### src/rtl/page_run_allocator_translator_assert.svh
// ----------------------------------------------------------------------------
// Page run allocator assertion macros
// Shared concurrent check forms, clocked on clk and disabled in reset.
// ----------------------------------------------------------------------------
`ifndef PAGE_RUN_ALLOCATOR_TRANSLATOR_ASSERT_SVH
`define PAGE_RUN_ALLOCATOR_TRANSLATOR_ASSERT_SVH

// same-cycle implication
`define PRA_ASSERT_SAME(label, ante, cons, msg) \
    label: assert property (@(posedge clk) disable iff (!rst_n) (ante) |-> (cons)) \
        else $error(msg);

// next-cycle implication
`define PRA_ASSERT_NEXT(label, ante, cons, msg) \
    label: assert property (@(posedge clk) disable iff (!rst_n) (ante) |=> (cons)) \
        else $error(msg);

`endif

### src/rtl/pra_pkg.sv
// ----------------------------------------------------------------------------
// Page run allocator package
// Shared types, codes and defaults of the page run allocator and translator.
// ----------------------------------------------------------------------------
`timescale 1ns / 1ps

package pra_pkg;

    localparam int ENTRIES_DEF       = 64;
    localparam int PAGE_BYTES_DEF    = 4096;
    localparam int MAX_RUN_PAGES_DEF = 255;

    localparam int ADDR_W   = 32;
    localparam int PAGES_W  = 8;
    localparam int OWNER_W  = 8;
    localparam int ACTION_W = 3;
    localparam int STATUS_W = 2;
    localparam int BUMP_W   = 14;
    localparam int CFG_IDX_W = 2;

    localparam logic [ACTION_W-1:0] ACT_HEAP_ALLOC  = 3'd0;
    localparam logic [ACTION_W-1:0] ACT_STACK_ALLOC = 3'd1;
    localparam logic [ACTION_W-1:0] ACT_FREE        = 3'd2;
    localparam logic [ACTION_W-1:0] ACT_V2R         = 3'd3;
    localparam logic [ACTION_W-1:0] ACT_R2V         = 3'd4;

    localparam logic [STATUS_W-1:0] ST_OK      = 2'd0;
    localparam logic [STATUS_W-1:0] ST_FULL    = 2'd1;
    localparam logic [STATUS_W-1:0] ST_MISS    = 2'd2;
    localparam logic [STATUS_W-1:0] ST_INVALID = 2'd3;

    localparam logic [CFG_IDX_W-1:0] CFG_HEAP_TOP   = 2'd0;
    localparam logic [CFG_IDX_W-1:0] CFG_STACK_ADDR = 2'd1;
    localparam logic [CFG_IDX_W-1:0] CFG_REAL_BASE  = 2'd2;

    typedef enum logic [1:0] {
        KIND_FREE  = 2'd0,
        KIND_HEAP  = 2'd1,
        KIND_STACK = 2'd2
    } kind_t;

    typedef struct packed {
        kind_t              kind;
        logic [ADDR_W-1:0]  vbase;
        logic [PAGES_W-1:0] pages;
        logic [OWNER_W-1:0] owner;
    } entry_t;

    typedef struct packed {
        logic [ADDR_W-1:0] heap_top;
        logic [ADDR_W-1:0] stack_addr;
        logic [ADDR_W-1:0] real_base;
    } cfg_t;

    typedef struct packed {
        logic [ADDR_W-1:0] a;
        logic [ADDR_W-1:0] b;
        logic              sub;
        logic [ADDR_W-1:0] x;
        logic [ADDR_W-1:0] y;
    } alu_req_t;

    typedef struct packed {
        logic [ADDR_W-1:0] sum;
        logic              eq;
    } alu_rsp_t;

endpackage

### src/rtl/pra_table.sv
// ----------------------------------------------------------------------------
// Page run table
// Single-port-write, registered-read memory of page run entries.
// ----------------------------------------------------------------------------
`timescale 1ns / 1ps

module pra_table #(
    parameter int ENTRIES = pra_pkg::ENTRIES_DEF
) (
    input  logic                       clk,
    input  logic                       wr_en,
    input  logic [$clog2(ENTRIES)-1:0] wr_addr,
    input  pra_pkg::entry_t            wr_data,
    input  logic [$clog2(ENTRIES)-1:0] rd_addr,
    output pra_pkg::entry_t            rd_data
);
    import pra_pkg::*;

    entry_t mem [ENTRIES];
    entry_t rd_data_reg;

    always_ff @(posedge clk)
    begin
        if (wr_en)
        begin
            mem[wr_addr] <= wr_data;
        end
        rd_data_reg <= mem[rd_addr];
    end

    assign rd_data = rd_data_reg;

endmodule

### src/rtl/pra_alu.sv
// ----------------------------------------------------------------------------
// Page run shared arithmetic unit
// One 32-bit add/subtract and one 32-bit equality compare.
// ----------------------------------------------------------------------------
`timescale 1ns / 1ps

module pra_alu (
    input  pra_pkg::alu_req_t req,
    output pra_pkg::alu_rsp_t rsp
);
    import pra_pkg::*;

    logic [ADDR_W-1:0] b_op;

    assign b_op    = req.sub ? ~req.b : req.b;
    assign rsp.sum = req.a + b_op + {{(ADDR_W-1){1'b0}}, req.sub};
    assign rsp.eq  = (req.x == req.y);

endmodule

### src/rtl/pra_ctrl.sv
// ----------------------------------------------------------------------------
// Page run sequencer
// Scans the run table one entry at a time and drives the shared unit.
// ----------------------------------------------------------------------------
`timescale 1ns / 1ps

`include "page_run_allocator_translator_assert.svh"

module pra_ctrl #(
    parameter int ENTRIES       = pra_pkg::ENTRIES_DEF,
    parameter int PAGE_BYTES    = pra_pkg::PAGE_BYTES_DEF,
    parameter int MAX_RUN_PAGES = pra_pkg::MAX_RUN_PAGES_DEF
) (
    input  logic                          clk,
    input  logic                          rst_n,
    input  pra_pkg::cfg_t                 cfg,
    input  logic                          in_valid,
    output logic                          in_ready,
    input  logic [pra_pkg::ACTION_W-1:0]  action,
    input  logic [pra_pkg::PAGES_W-1:0]   page_count,
    input  logic [pra_pkg::ADDR_W-1:0]    address,
    input  logic [pra_pkg::OWNER_W-1:0]   requester_id,
    output logic                          out_valid,
    input  logic                          out_ready,
    output logic [pra_pkg::ADDR_W-1:0]    result_address,
    output logic [pra_pkg::STATUS_W-1:0]  status,
    output logic                          tbl_wr_en,
    output logic [$clog2(ENTRIES)-1:0]    tbl_wr_addr,
    output pra_pkg::entry_t               tbl_wr_data,
    output logic [$clog2(ENTRIES)-1:0]    tbl_rd_addr,
    input  pra_pkg::entry_t               tbl_rd_data,
    output pra_pkg::alu_req_t             alu_req,
    input  pra_pkg::alu_rsp_t             alu_rsp
);
    import pra_pkg::*;

    localparam int IDX_W      = $clog2(ENTRIES);
    localparam int USED_W     = $clog2(ENTRIES + 1);
    localparam int PAGE_SHIFT = $clog2(PAGE_BYTES);

    typedef enum logic [2:0] {
        S_IDLE,
        S_READ,
        S_CHECK,
        S_BUMP,
        S_BASE,
        S_APPEND,
        S_DONE
    } state_t;

    state_t                state_reg;
    logic [ACTION_W-1:0]   action_reg;
    logic [PAGES_W-1:0]    pages_reg;
    logic [ADDR_W-1:0]     addr_reg;
    logic [OWNER_W-1:0]    who_reg;
    logic [USED_W-1:0]     used_reg;
    logic [USED_W-1:0]     idx_reg;
    logic [BUMP_W-1:0]     bumped_reg;
    logic [BUMP_W:0]       bump_sum_reg;
    logic [ADDR_W-1:0]     base_reg;
    logic [ADDR_W-1:0]     run_real_reg;
    logic [ADDR_W-1:0]     res_addr_reg;
    logic [STATUS_W-1:0]   res_status_reg;
    logic                  out_valid_reg;
    logic [ADDR_W-1:0]     out_addr_reg;
    logic [STATUS_W-1:0]   out_status_reg;

    logic                  own_ok;
    logic                  hit;
    logic                  table_full;
    logic                  table_empty;
    logic                  last_entry;
    logic                  alloc_bad;
    logic [USED_W-1:0]     idx_inc;

    assign table_full  = (used_reg == USED_W'(ENTRIES));
    assign table_empty = (used_reg == '0);
    assign idx_inc     = idx_reg + USED_W'(1);
    assign last_entry  = (idx_inc == used_reg);
    assign alloc_bad   = (page_count == '0) ||
                         (32'(page_count) > 32'(MAX_RUN_PAGES));

    always_comb
    begin
        own_ok = (tbl_rd_data.kind != KIND_STACK) || (tbl_rd_data.owner == who_reg);
        unique case (action_reg)
            ACT_HEAP_ALLOC: hit = (tbl_rd_data.kind == KIND_FREE) &&
                                  (tbl_rd_data.pages == pages_reg);
            ACT_FREE:       hit = alu_rsp.eq;
            ACT_V2R:        hit = alu_rsp.eq && own_ok;
            ACT_R2V:        hit = alu_rsp.eq && own_ok;
            default:        hit = 1'b0;
        endcase
    end

    always_comb
    begin
        alu_req.a   = run_real_reg;
        alu_req.b   = ADDR_W'(tbl_rd_data.pages) << PAGE_SHIFT;
        alu_req.sub = 1'b0;
        alu_req.x   = (action_reg == ACT_R2V) ? run_real_reg : tbl_rd_data.vbase;
        alu_req.y   = addr_reg;
        unique case (state_reg)
            S_BUMP:
            begin
                alu_req.a = ADDR_W'(bumped_reg);
                alu_req.b = ADDR_W'(pages_reg);
            end
            S_BASE:
            begin
                alu_req.sub = 1'b1;
                if (action_reg == ACT_HEAP_ALLOC)
                begin
                    alu_req.a = cfg.heap_top;
                    alu_req.b = ADDR_W'(bump_sum_reg) << PAGE_SHIFT;
                end
                else
                begin
                    alu_req.a = cfg.stack_addr;
                    alu_req.b = ADDR_W'(PAGE_BYTES);
                end
            end
            default:
            begin
            end
        endcase
    end

    always_comb
    begin
        tbl_rd_addr       = idx_reg[IDX_W-1:0];
        tbl_wr_en         = 1'b0;
        tbl_wr_addr       = idx_reg[IDX_W-1:0];
        tbl_wr_data       = tbl_rd_data;
        tbl_wr_data.kind  = (action_reg == ACT_FREE) ? KIND_FREE : KIND_HEAP;
        if (state_reg == S_CHECK)
        begin
            tbl_wr_en = hit && ((action_reg == ACT_HEAP_ALLOC) || (action_reg == ACT_FREE));
        end
        else if (state_reg == S_APPEND)
        begin
            tbl_wr_en         = 1'b1;
            tbl_wr_addr       = used_reg[IDX_W-1:0];
            tbl_wr_data.vbase = base_reg;
            tbl_wr_data.pages = pages_reg;
            if (action_reg == ACT_HEAP_ALLOC)
            begin
                tbl_wr_data.kind  = KIND_HEAP;
                tbl_wr_data.owner = '0;
            end
            else
            begin
                tbl_wr_data.kind  = KIND_STACK;
                tbl_wr_data.owner = who_reg;
            end
        end
    end

    always_ff @(posedge clk or negedge rst_n)
    begin
        if (!rst_n)
        begin
            state_reg      <= S_IDLE;
            action_reg     <= '0;
            pages_reg      <= '0;
            addr_reg       <= '0;
            who_reg        <= '0;
            used_reg       <= '0;
            idx_reg        <= '0;
            bumped_reg     <= '0;
            bump_sum_reg   <= '0;
            base_reg       <= '0;
            run_real_reg   <= '0;
            res_addr_reg   <= '0;
            res_status_reg <= ST_OK;
            out_valid_reg  <= 1'b0;
            out_addr_reg   <= '0;
            out_status_reg <= ST_OK;
        end
        else
        begin
            if (out_valid_reg && out_ready && (state_reg != S_DONE))
            begin
                out_valid_reg <= 1'b0;
            end
            unique case (state_reg)
                S_IDLE:
                begin
                    if (in_valid)
                    begin
                        action_reg     <= action;
                        pages_reg      <= page_count;
                        addr_reg       <= address;
                        who_reg        <= requester_id;
                        idx_reg        <= '0;
                        run_real_reg   <= cfg.real_base;
                        res_addr_reg   <= '0;
                        res_status_reg <= ST_INVALID;
                        state_reg      <= S_DONE;
                        unique case (action)
                            ACT_HEAP_ALLOC, ACT_STACK_ALLOC:
                            begin
                                if (alloc_bad)
                                begin
                                    state_reg <= S_DONE;
                                end
                                else if ((action == ACT_HEAP_ALLOC) && !table_empty)
                                begin
                                    state_reg <= S_READ;
                                end
                                else if (table_full)
                                begin
                                    res_status_reg <= ST_FULL;
                                end
                                else if (action == ACT_HEAP_ALLOC)
                                begin
                                    state_reg <= S_BUMP;
                                end
                                else
                                begin
                                    state_reg <= S_BASE;
                                end
                            end
                            ACT_FREE:
                            begin
                                if (page_count == '0)
                                begin
                                    state_reg <= S_DONE;
                                end
                                else if (table_empty)
                                begin
                                    res_status_reg <= ST_MISS;
                                end
                                else
                                begin
                                    state_reg <= S_READ;
                                end
                            end
                            ACT_V2R, ACT_R2V:
                            begin
                                if (table_empty)
                                begin
                                    res_status_reg <= ST_MISS;
                                end
                                else
                                begin
                                    state_reg <= S_READ;
                                end
                            end
                            default:
                            begin
                                state_reg <= S_DONE;
                            end
                        endcase
                    end
                end
                S_READ:
                begin
                    state_reg <= S_CHECK;
                end
                S_CHECK:
                begin
                    if (hit)
                    begin
                        res_status_reg <= ST_OK;
                        state_reg      <= S_DONE;
                        unique case (action_reg)
                            ACT_V2R:  res_addr_reg <= run_real_reg;
                            ACT_FREE: res_addr_reg <= '0;
                            default:  res_addr_reg <= tbl_rd_data.vbase;
                        endcase
                    end
                    else
                    begin
                        run_real_reg <= alu_rsp.sum;
                        idx_reg      <= idx_inc;
                        if (!last_entry)
                        begin
                            state_reg <= S_READ;
                        end
                        else if (action_reg != ACT_HEAP_ALLOC)
                        begin
                            res_status_reg <= ST_MISS;
                            state_reg      <= S_DONE;
                        end
                        else if (table_full)
                        begin
                            res_status_reg <= ST_FULL;
                            state_reg      <= S_DONE;
                        end
                        else
                        begin
                            state_reg <= S_BUMP;
                        end
                    end
                end
                S_BUMP:
                begin
                    bump_sum_reg <= alu_rsp.sum[BUMP_W:0];
                    state_reg    <= S_BASE;
                end
                S_BASE:
                begin
                    base_reg <= alu_rsp.sum;
                    if (action_reg == ACT_HEAP_ALLOC)
                    begin
                        bumped_reg   <= bump_sum_reg[BUMP_W-1:0];
                        res_addr_reg <= alu_rsp.sum;
                    end
                    else
                    begin
                        res_addr_reg <= cfg.stack_addr;
                    end
                    state_reg <= S_APPEND;
                end
                S_APPEND:
                begin
                    used_reg       <= used_reg + USED_W'(1);
                    res_status_reg <= ST_OK;
                    state_reg      <= S_DONE;
                end
                S_DONE:
                begin
                    if (!out_valid_reg || out_ready)
                    begin
                        out_valid_reg  <= 1'b1;
                        out_addr_reg   <= res_addr_reg;
                        out_status_reg <= res_status_reg;
                        state_reg      <= S_IDLE;
                    end
                    else
                    begin
                        out_valid_reg <= 1'b1;
                    end
                end
                default:
                begin
                    state_reg <= S_IDLE;
                end
            endcase
        end
    end

    assign in_ready       = (state_reg == S_IDLE);
    assign out_valid      = out_valid_reg;
    assign result_address = out_addr_reg;
    assign status         = out_status_reg;

    `PRA_ASSERT_SAME(a_used_bound, 1'b1, used_reg <= USED_W'(ENTRIES), "entry count over capacity")
    `PRA_ASSERT_NEXT(a_append_grows, state_reg == S_APPEND, used_reg == $past(used_reg) + USED_W'(1), "append did not grow table")
    `PRA_ASSERT_SAME(a_err_zero, out_valid_reg && (out_status_reg != ST_OK), out_addr_reg == '0, "nonzero address on error word")
    `PRA_ASSERT_NEXT(a_busy_after_accept, in_valid && in_ready, !in_ready, "ready held after accept")

endmodule

### src/rtl/page_run_allocator_translator.sv
// ----------------------------------------------------------------------------
// Page run allocator and translator
// Allocates heap and stack page runs, frees runs and translates virtual/real addresses.
// ----------------------------------------------------------------------------
// channel | direction | handshake                | payload
// in      | input     | in_valid / in_ready      | action, page_count, address, requester_id
// out     | output    | out_valid / out_ready    | result_address, status
// cfg     | input     | cfg_write_enable         | cfg_index, cfg_data
//
// A word scans the table one entry at a time (registered table read, then
// compare and running real address add in the shared unit), followed by
// setup, append and result load.
// Reset clears the entry count, the bump counter and the config registers;
// the table itself needs no clearing pass.
// A result waits in the output register while the next word is accepted.
// ----------------------------------------------------------------------------
`timescale 1ns / 1ps

module page_run_allocator_translator #(
    parameter int ENTRIES       = pra_pkg::ENTRIES_DEF,
    parameter int PAGE_BYTES    = pra_pkg::PAGE_BYTES_DEF,
    parameter int MAX_RUN_PAGES = pra_pkg::MAX_RUN_PAGES_DEF
) (
    input  logic                          clk,
    input  logic                          rst_n,
    input  logic                          cfg_write_enable,
    input  logic [pra_pkg::CFG_IDX_W-1:0] cfg_index,
    input  logic [pra_pkg::ADDR_W-1:0]    cfg_data,
    input  logic                          in_valid,
    output logic                          in_ready,
    input  logic [pra_pkg::ACTION_W-1:0]  action,
    input  logic [pra_pkg::PAGES_W-1:0]   page_count,
    input  logic [pra_pkg::ADDR_W-1:0]    address,
    input  logic [pra_pkg::OWNER_W-1:0]   requester_id,
    output logic                          out_valid,
    input  logic                          out_ready,
    output logic [pra_pkg::ADDR_W-1:0]    result_address,
    output logic [pra_pkg::STATUS_W-1:0]  status
);
    import pra_pkg::*;

    localparam int IDX_W = $clog2(ENTRIES);

    cfg_t              cfg_reg;
    logic              tbl_wr_en;
    logic [IDX_W-1:0]  tbl_wr_addr;
    entry_t            tbl_wr_data;
    logic [IDX_W-1:0]  tbl_rd_addr;
    entry_t            tbl_rd_data;
    alu_req_t          alu_req;
    alu_rsp_t          alu_rsp;

    always_ff @(posedge clk or negedge rst_n)
    begin
        if (!rst_n)
        begin
            cfg_reg <= '0;
        end
        else if (cfg_write_enable)
        begin
            unique case (cfg_index)
                CFG_HEAP_TOP:   cfg_reg.heap_top   <= cfg_data;
                CFG_STACK_ADDR: cfg_reg.stack_addr <= cfg_data;
                CFG_REAL_BASE:  cfg_reg.real_base  <= cfg_data;
                default:
                begin
                end
            endcase
        end
    end

    pra_ctrl #(
        .ENTRIES       (ENTRIES),
        .PAGE_BYTES    (PAGE_BYTES),
        .MAX_RUN_PAGES (MAX_RUN_PAGES)
    ) u_ctrl (
        .clk            (clk),
        .rst_n          (rst_n),
        .cfg            (cfg_reg),
        .in_valid       (in_valid),
        .in_ready       (in_ready),
        .action         (action),
        .page_count     (page_count),
        .address        (address),
        .requester_id   (requester_id),
        .out_valid      (out_valid),
        .out_ready      (out_ready),
        .result_address (result_address),
        .status         (status),
        .tbl_wr_en      (tbl_wr_en),
        .tbl_wr_addr    (tbl_wr_addr),
        .tbl_wr_data    (tbl_wr_data),
        .tbl_rd_addr    (tbl_rd_addr),
        .tbl_rd_data    (tbl_rd_data),
        .alu_req        (alu_req),
        .alu_rsp        (alu_rsp)
    );

    pra_table #(
        .ENTRIES (ENTRIES)
    ) u_table (
        .clk     (clk),
        .wr_en   (tbl_wr_en),
        .wr_addr (tbl_wr_addr),
        .wr_data (tbl_wr_data),
        .rd_addr (tbl_rd_addr),
        .rd_data (tbl_rd_data)
    );

    pra_alu u_alu (
        .req (alu_req),
        .rsp (alu_rsp)
    );

endmodule
### config.mk
export PLATFORM = sky130hd
export DESIGN_NAME = page_run_allocator_translator
export DESIGN_NICKNAME = d
export VERILOG_FILES = /design/src/rtl/pra_pkg.sv /design/src/rtl/pra_table.sv /design/src/rtl/pra_alu.sv /design/src/rtl/pra_ctrl.sv /design/src/rtl/page_run_allocator_translator.sv
export VERILOG_INCLUDE_DIRS = /design/src /design/src/rtl
export SDC_FILE = /design/constraint.sdc
export NUM_CORES = 2
export LEC_CHECK = 0
export ABC_AREA = 0
export BUFFER_PORTS_ARGS = -buffer_cell sky130_fd_sc_hd__buf_2
export CORE_AREA = 2 2 620 622
export DETAILED_ROUTE_END_ITERATION = 16
export DIE_AREA = 0 0 622 624
export GPL_TIMING_DRIVEN = 0
export PLACE_DENSITY = 0.51
export RECOVER_POWER = 50
export SKIP_LAST_GASP = 1
export SLEW_MARGIN = 40
export SYNTH_ARGS = -nofsm -noshare
export SYNTH_HDL_FRONTEND = slang
export SYNTH_SLANG_ARGS = --single-unit
### constraint.sdc
create_clock -name clk -period 13.1 [get_ports clk]
set_clock_uncertainty 0.2 [all_clocks]
set_input_delay 1.965 -clock clk [delete_from_list [all_inputs] [get_ports clk]]
set_output_delay 1.965 -clock clk [all_outputs]
set_load 0.02 [all_outputs]
==> results.json <==
{
  "grt_pass1_wl_mm": 619.8,
  "rrSetupSlack_ns": 5.16,
  "synth_nets": 6818,
  "r2r-start": "u_ctrl.state_reg[0]",
  "postCtsHoldBufs": 0,
  "cts_tree": "done",
  "drv_slew": 2357,
  "hp-class": "reg2reg",
  "postCtsSetupBuffers": 0,
  "worstSkewPairLatency_ns": 0.96,
  "seq_area_frac_synth_pct": 74.83,
  "postLayoutCoreUtil_pct": 43.69,
  "die_h_um": 624,
  "cts-root-buf": "clkbuf_16",
  "antenna_found_initial": 42,
  "die_w_um": 622,
  "dp_hpwl_mm": 336.8,
  "worst_ep_arrival_time_ns": 8.06,
  "worstMarginPinSlew_ns": 4.152,
  "async_flop_share_pct": 9.116,
  "required_ns": 12.96,
  "yosys_warnings": 0,
  "io_buffer_count": 124,
  "regToRegEndpoint": "u_ctrl.res_addr_reg[20]",
  "vdd_drop_max_uv": 120.8,
  "grt_pass1_vias": 76001,
  "dpl-instance-area_mm2": 0.1558,
  "max_stage_delay_ns": 3.02,
  "nets": 8145,
  "synth_edf_count": 3200,
  "synthTopCellsByArea": "edfxtp_1 (68%), mux4_2 (17%), dfrtp_1 (5.8%)",
  "setup-violations-final": 0,
  "routabilityCongestion": 0.9667,
  "syn_inst": 6694,
  "ys_types": 78,
  "design_area_mm2": 0.1665,
  "crit_top_cell": "clkbuf_1",
  "max_freq_mhz": 121.9,
  "final_cell_mix": "edfxtp_1 (3200), mux4_2 (1050), nand2_1 (528), buf_2 (408), buf_4 (388)",
  "rsz0062_at_grt": "false",
  "start_util_pct": 36.90,
  "grt_max_degree": 69,
  "drt-total-wl_mm": 450.1,
  "critPathMaxFanout": 66,
  "ys_seq_elements": 3576,
  "start_kind": "primary input",
  "avgViaCountPerCell": 5.604,
  "ios": 126,
  "synth_ff_type": "edfxtp_1",
  "p_per_area_mw_per_mm2": 237.4,
  "core_mm2": 0.3812,
  "synth_top_area_cell": "edfxtp_1",
  "slowest_stage": "clkbuf_1",
  "track_usage_pct": 22.92,
  "largest_reg_flops": 3200,
  "overflow": 0,
  "synth_area_mm2": 0.1406,
  "cts_resized": 0,
  "cts_buffers": 377,
  "clockBufferDepth": 4,
  "syn2layout_area_growth_pct": 18.40,
  "status": "finished, violations left",
  "std_cell_rows": 227,
  "critical_path.cell_chain": "clkbuf_1 -> clkbuf_1 -> clkbuf_1",
  "violations": "max-capacitance violations, max-slew violations",
  "clkSinkCount": 3576,
  "drc": 0,
  "routedWlPerCell_um": 33.60,
  "drv_cap": 51,
  "endpoint": "u_ctrl.used_reg[2]",
  "layout_commonest_cell": "edfxtp_1",
  "fin_ws_ns": 4.900,
  "drive_gt1_share_pct": 34.23,
  "clk_pin_slew_worst_paths_ns": 0.06,
  "worstRegToRegCells": 16,
  "synth.avg_cell_area_um2": 21.01,
  "drtPass1Iterations": 6,
  "final_hold_viol_count": 0,
  "die_area_mm2": 0.3881,
  "fin_crit_ns": 8.200,
  "hp-start": "u_ctrl.bump_sum_reg[1]",
  "drtIter0Drc": 8786,
  "relSlewSlack_pct": -176.8,
  "vias": 75060,
  "post-place-ws_ns": 5.324,
  "synth.top_cell.area_share_pct": 68.32,
  "p_leak_nw": 55.38,
  "path_class": "in2async",
  "worstSetupEndpointType": "async pin",
  "antenna_left": 0,
  "h-tree-depth": 5,
  "startpoint": "rst_n",
  "post-route-period-util_pct": 62.60
}
## cells by family (layout without fill, tap and decap cells)
group	count (synthesis)	in the layout	share of synthesized area [%]
and+or+nand+nor	888	888	2.793
other	0	23	0
DFF	3576	3576	74.83
xor gates and xnor gates	78	78	0.4955
AOI/OAI and AO/OA	443	443	1.950
adders and majority gates	34	34	0.3078
buffers and inverters	405	2043	1.093
muxes	1270	1270	18.53
## through the flow
stage	total power, mW	hold WS [ns]	setup TNS [ns]	cells
6_report	39.54	0.2876	0	13393
5_1_grt	40.90	0.3026	0	13376
4_1_cts	40.06	0.2801	0	13368
3_5_place_dp	29.53	0.2624	0	12678
3_3_place_gp	28.79	0.2668	-5967.20	11856
2_1_floorplan	23.25	0.2456	0	6694
## worst max-delay path: cells and delay by family
| kind | cells | cell delay [ns] |
|---|---|---|
| buf+inv | 3 | 5.98 |
## where the power goes
part	switching [mW]	internal, mW	total (mW)
registers	0.643	15.2	15.8
clock network	4.51	6.04	10.5
logic	8.75	4.40	13.2
## worst min path at each step
| stage | to | slack, ns | cells past startpoint |
|---|---|---|---|
| 2_1_floorplan | u_ctrl.base_reg[19] | 0.25 | 2 |
| 3_3_place_gp | u_ctrl.bump_sum_reg[1] | 0.27 | 2 |
| 3_5_place_dp | u_ctrl.bumped_reg[1] | 0.26 | 2 |
| 4_1_cts | u_ctrl.bump_sum_reg[1] | 0.28 | 2 |
| 5_1_grt | u_ctrl.base_reg[21] | 0.30 | 2 |
| 6_report | u_ctrl.bump_sum_reg[1] | 0.29 | 2 |
## per-layer routing
layer / track usage, % / wire [um] / vias up
li1: - / - / 30473
met1: 30.97 / 184200 / 40856
met2: 37.18 / 215200 / 3062
met3: 3.927 / 31660 / 665
met4: 8.862 / 19010 / 4
met5: 0 / 21 / -
## synthesized netlist by cell type (62+ instances only)
cell type / n
nand2_1: 528
buf_1: 62
o21ai_0: 136
nand3_1: 62
clkbuf_1: 310
mux4_2: 1050
a21oi_1: 121
nor3_1: 81
dfrtp_1: 326
nor2_1: 74
mux2_2: 157
edfxtp_1: 3200
## final cells by class
| type | count | area [um2] |
|---|---|---|
| diodes | 23 | 57.56 |
| clock inverters | 225 | 2108 |
| flip-flops and latches | 3576 | 105300 |
| repair buffers | 948 | 6792 |
| plain buffers | 381 | 1697 |
| multi-input cells | 2713 | 34250 |
| fillers | 33042 | 214600 |
| well taps | 5038 | 6304 |
| inverters | 24 | 90.09 |
| clock buffers | 465 | 9982 |
No activity file was read; power rests on OpenSTA's default activity.
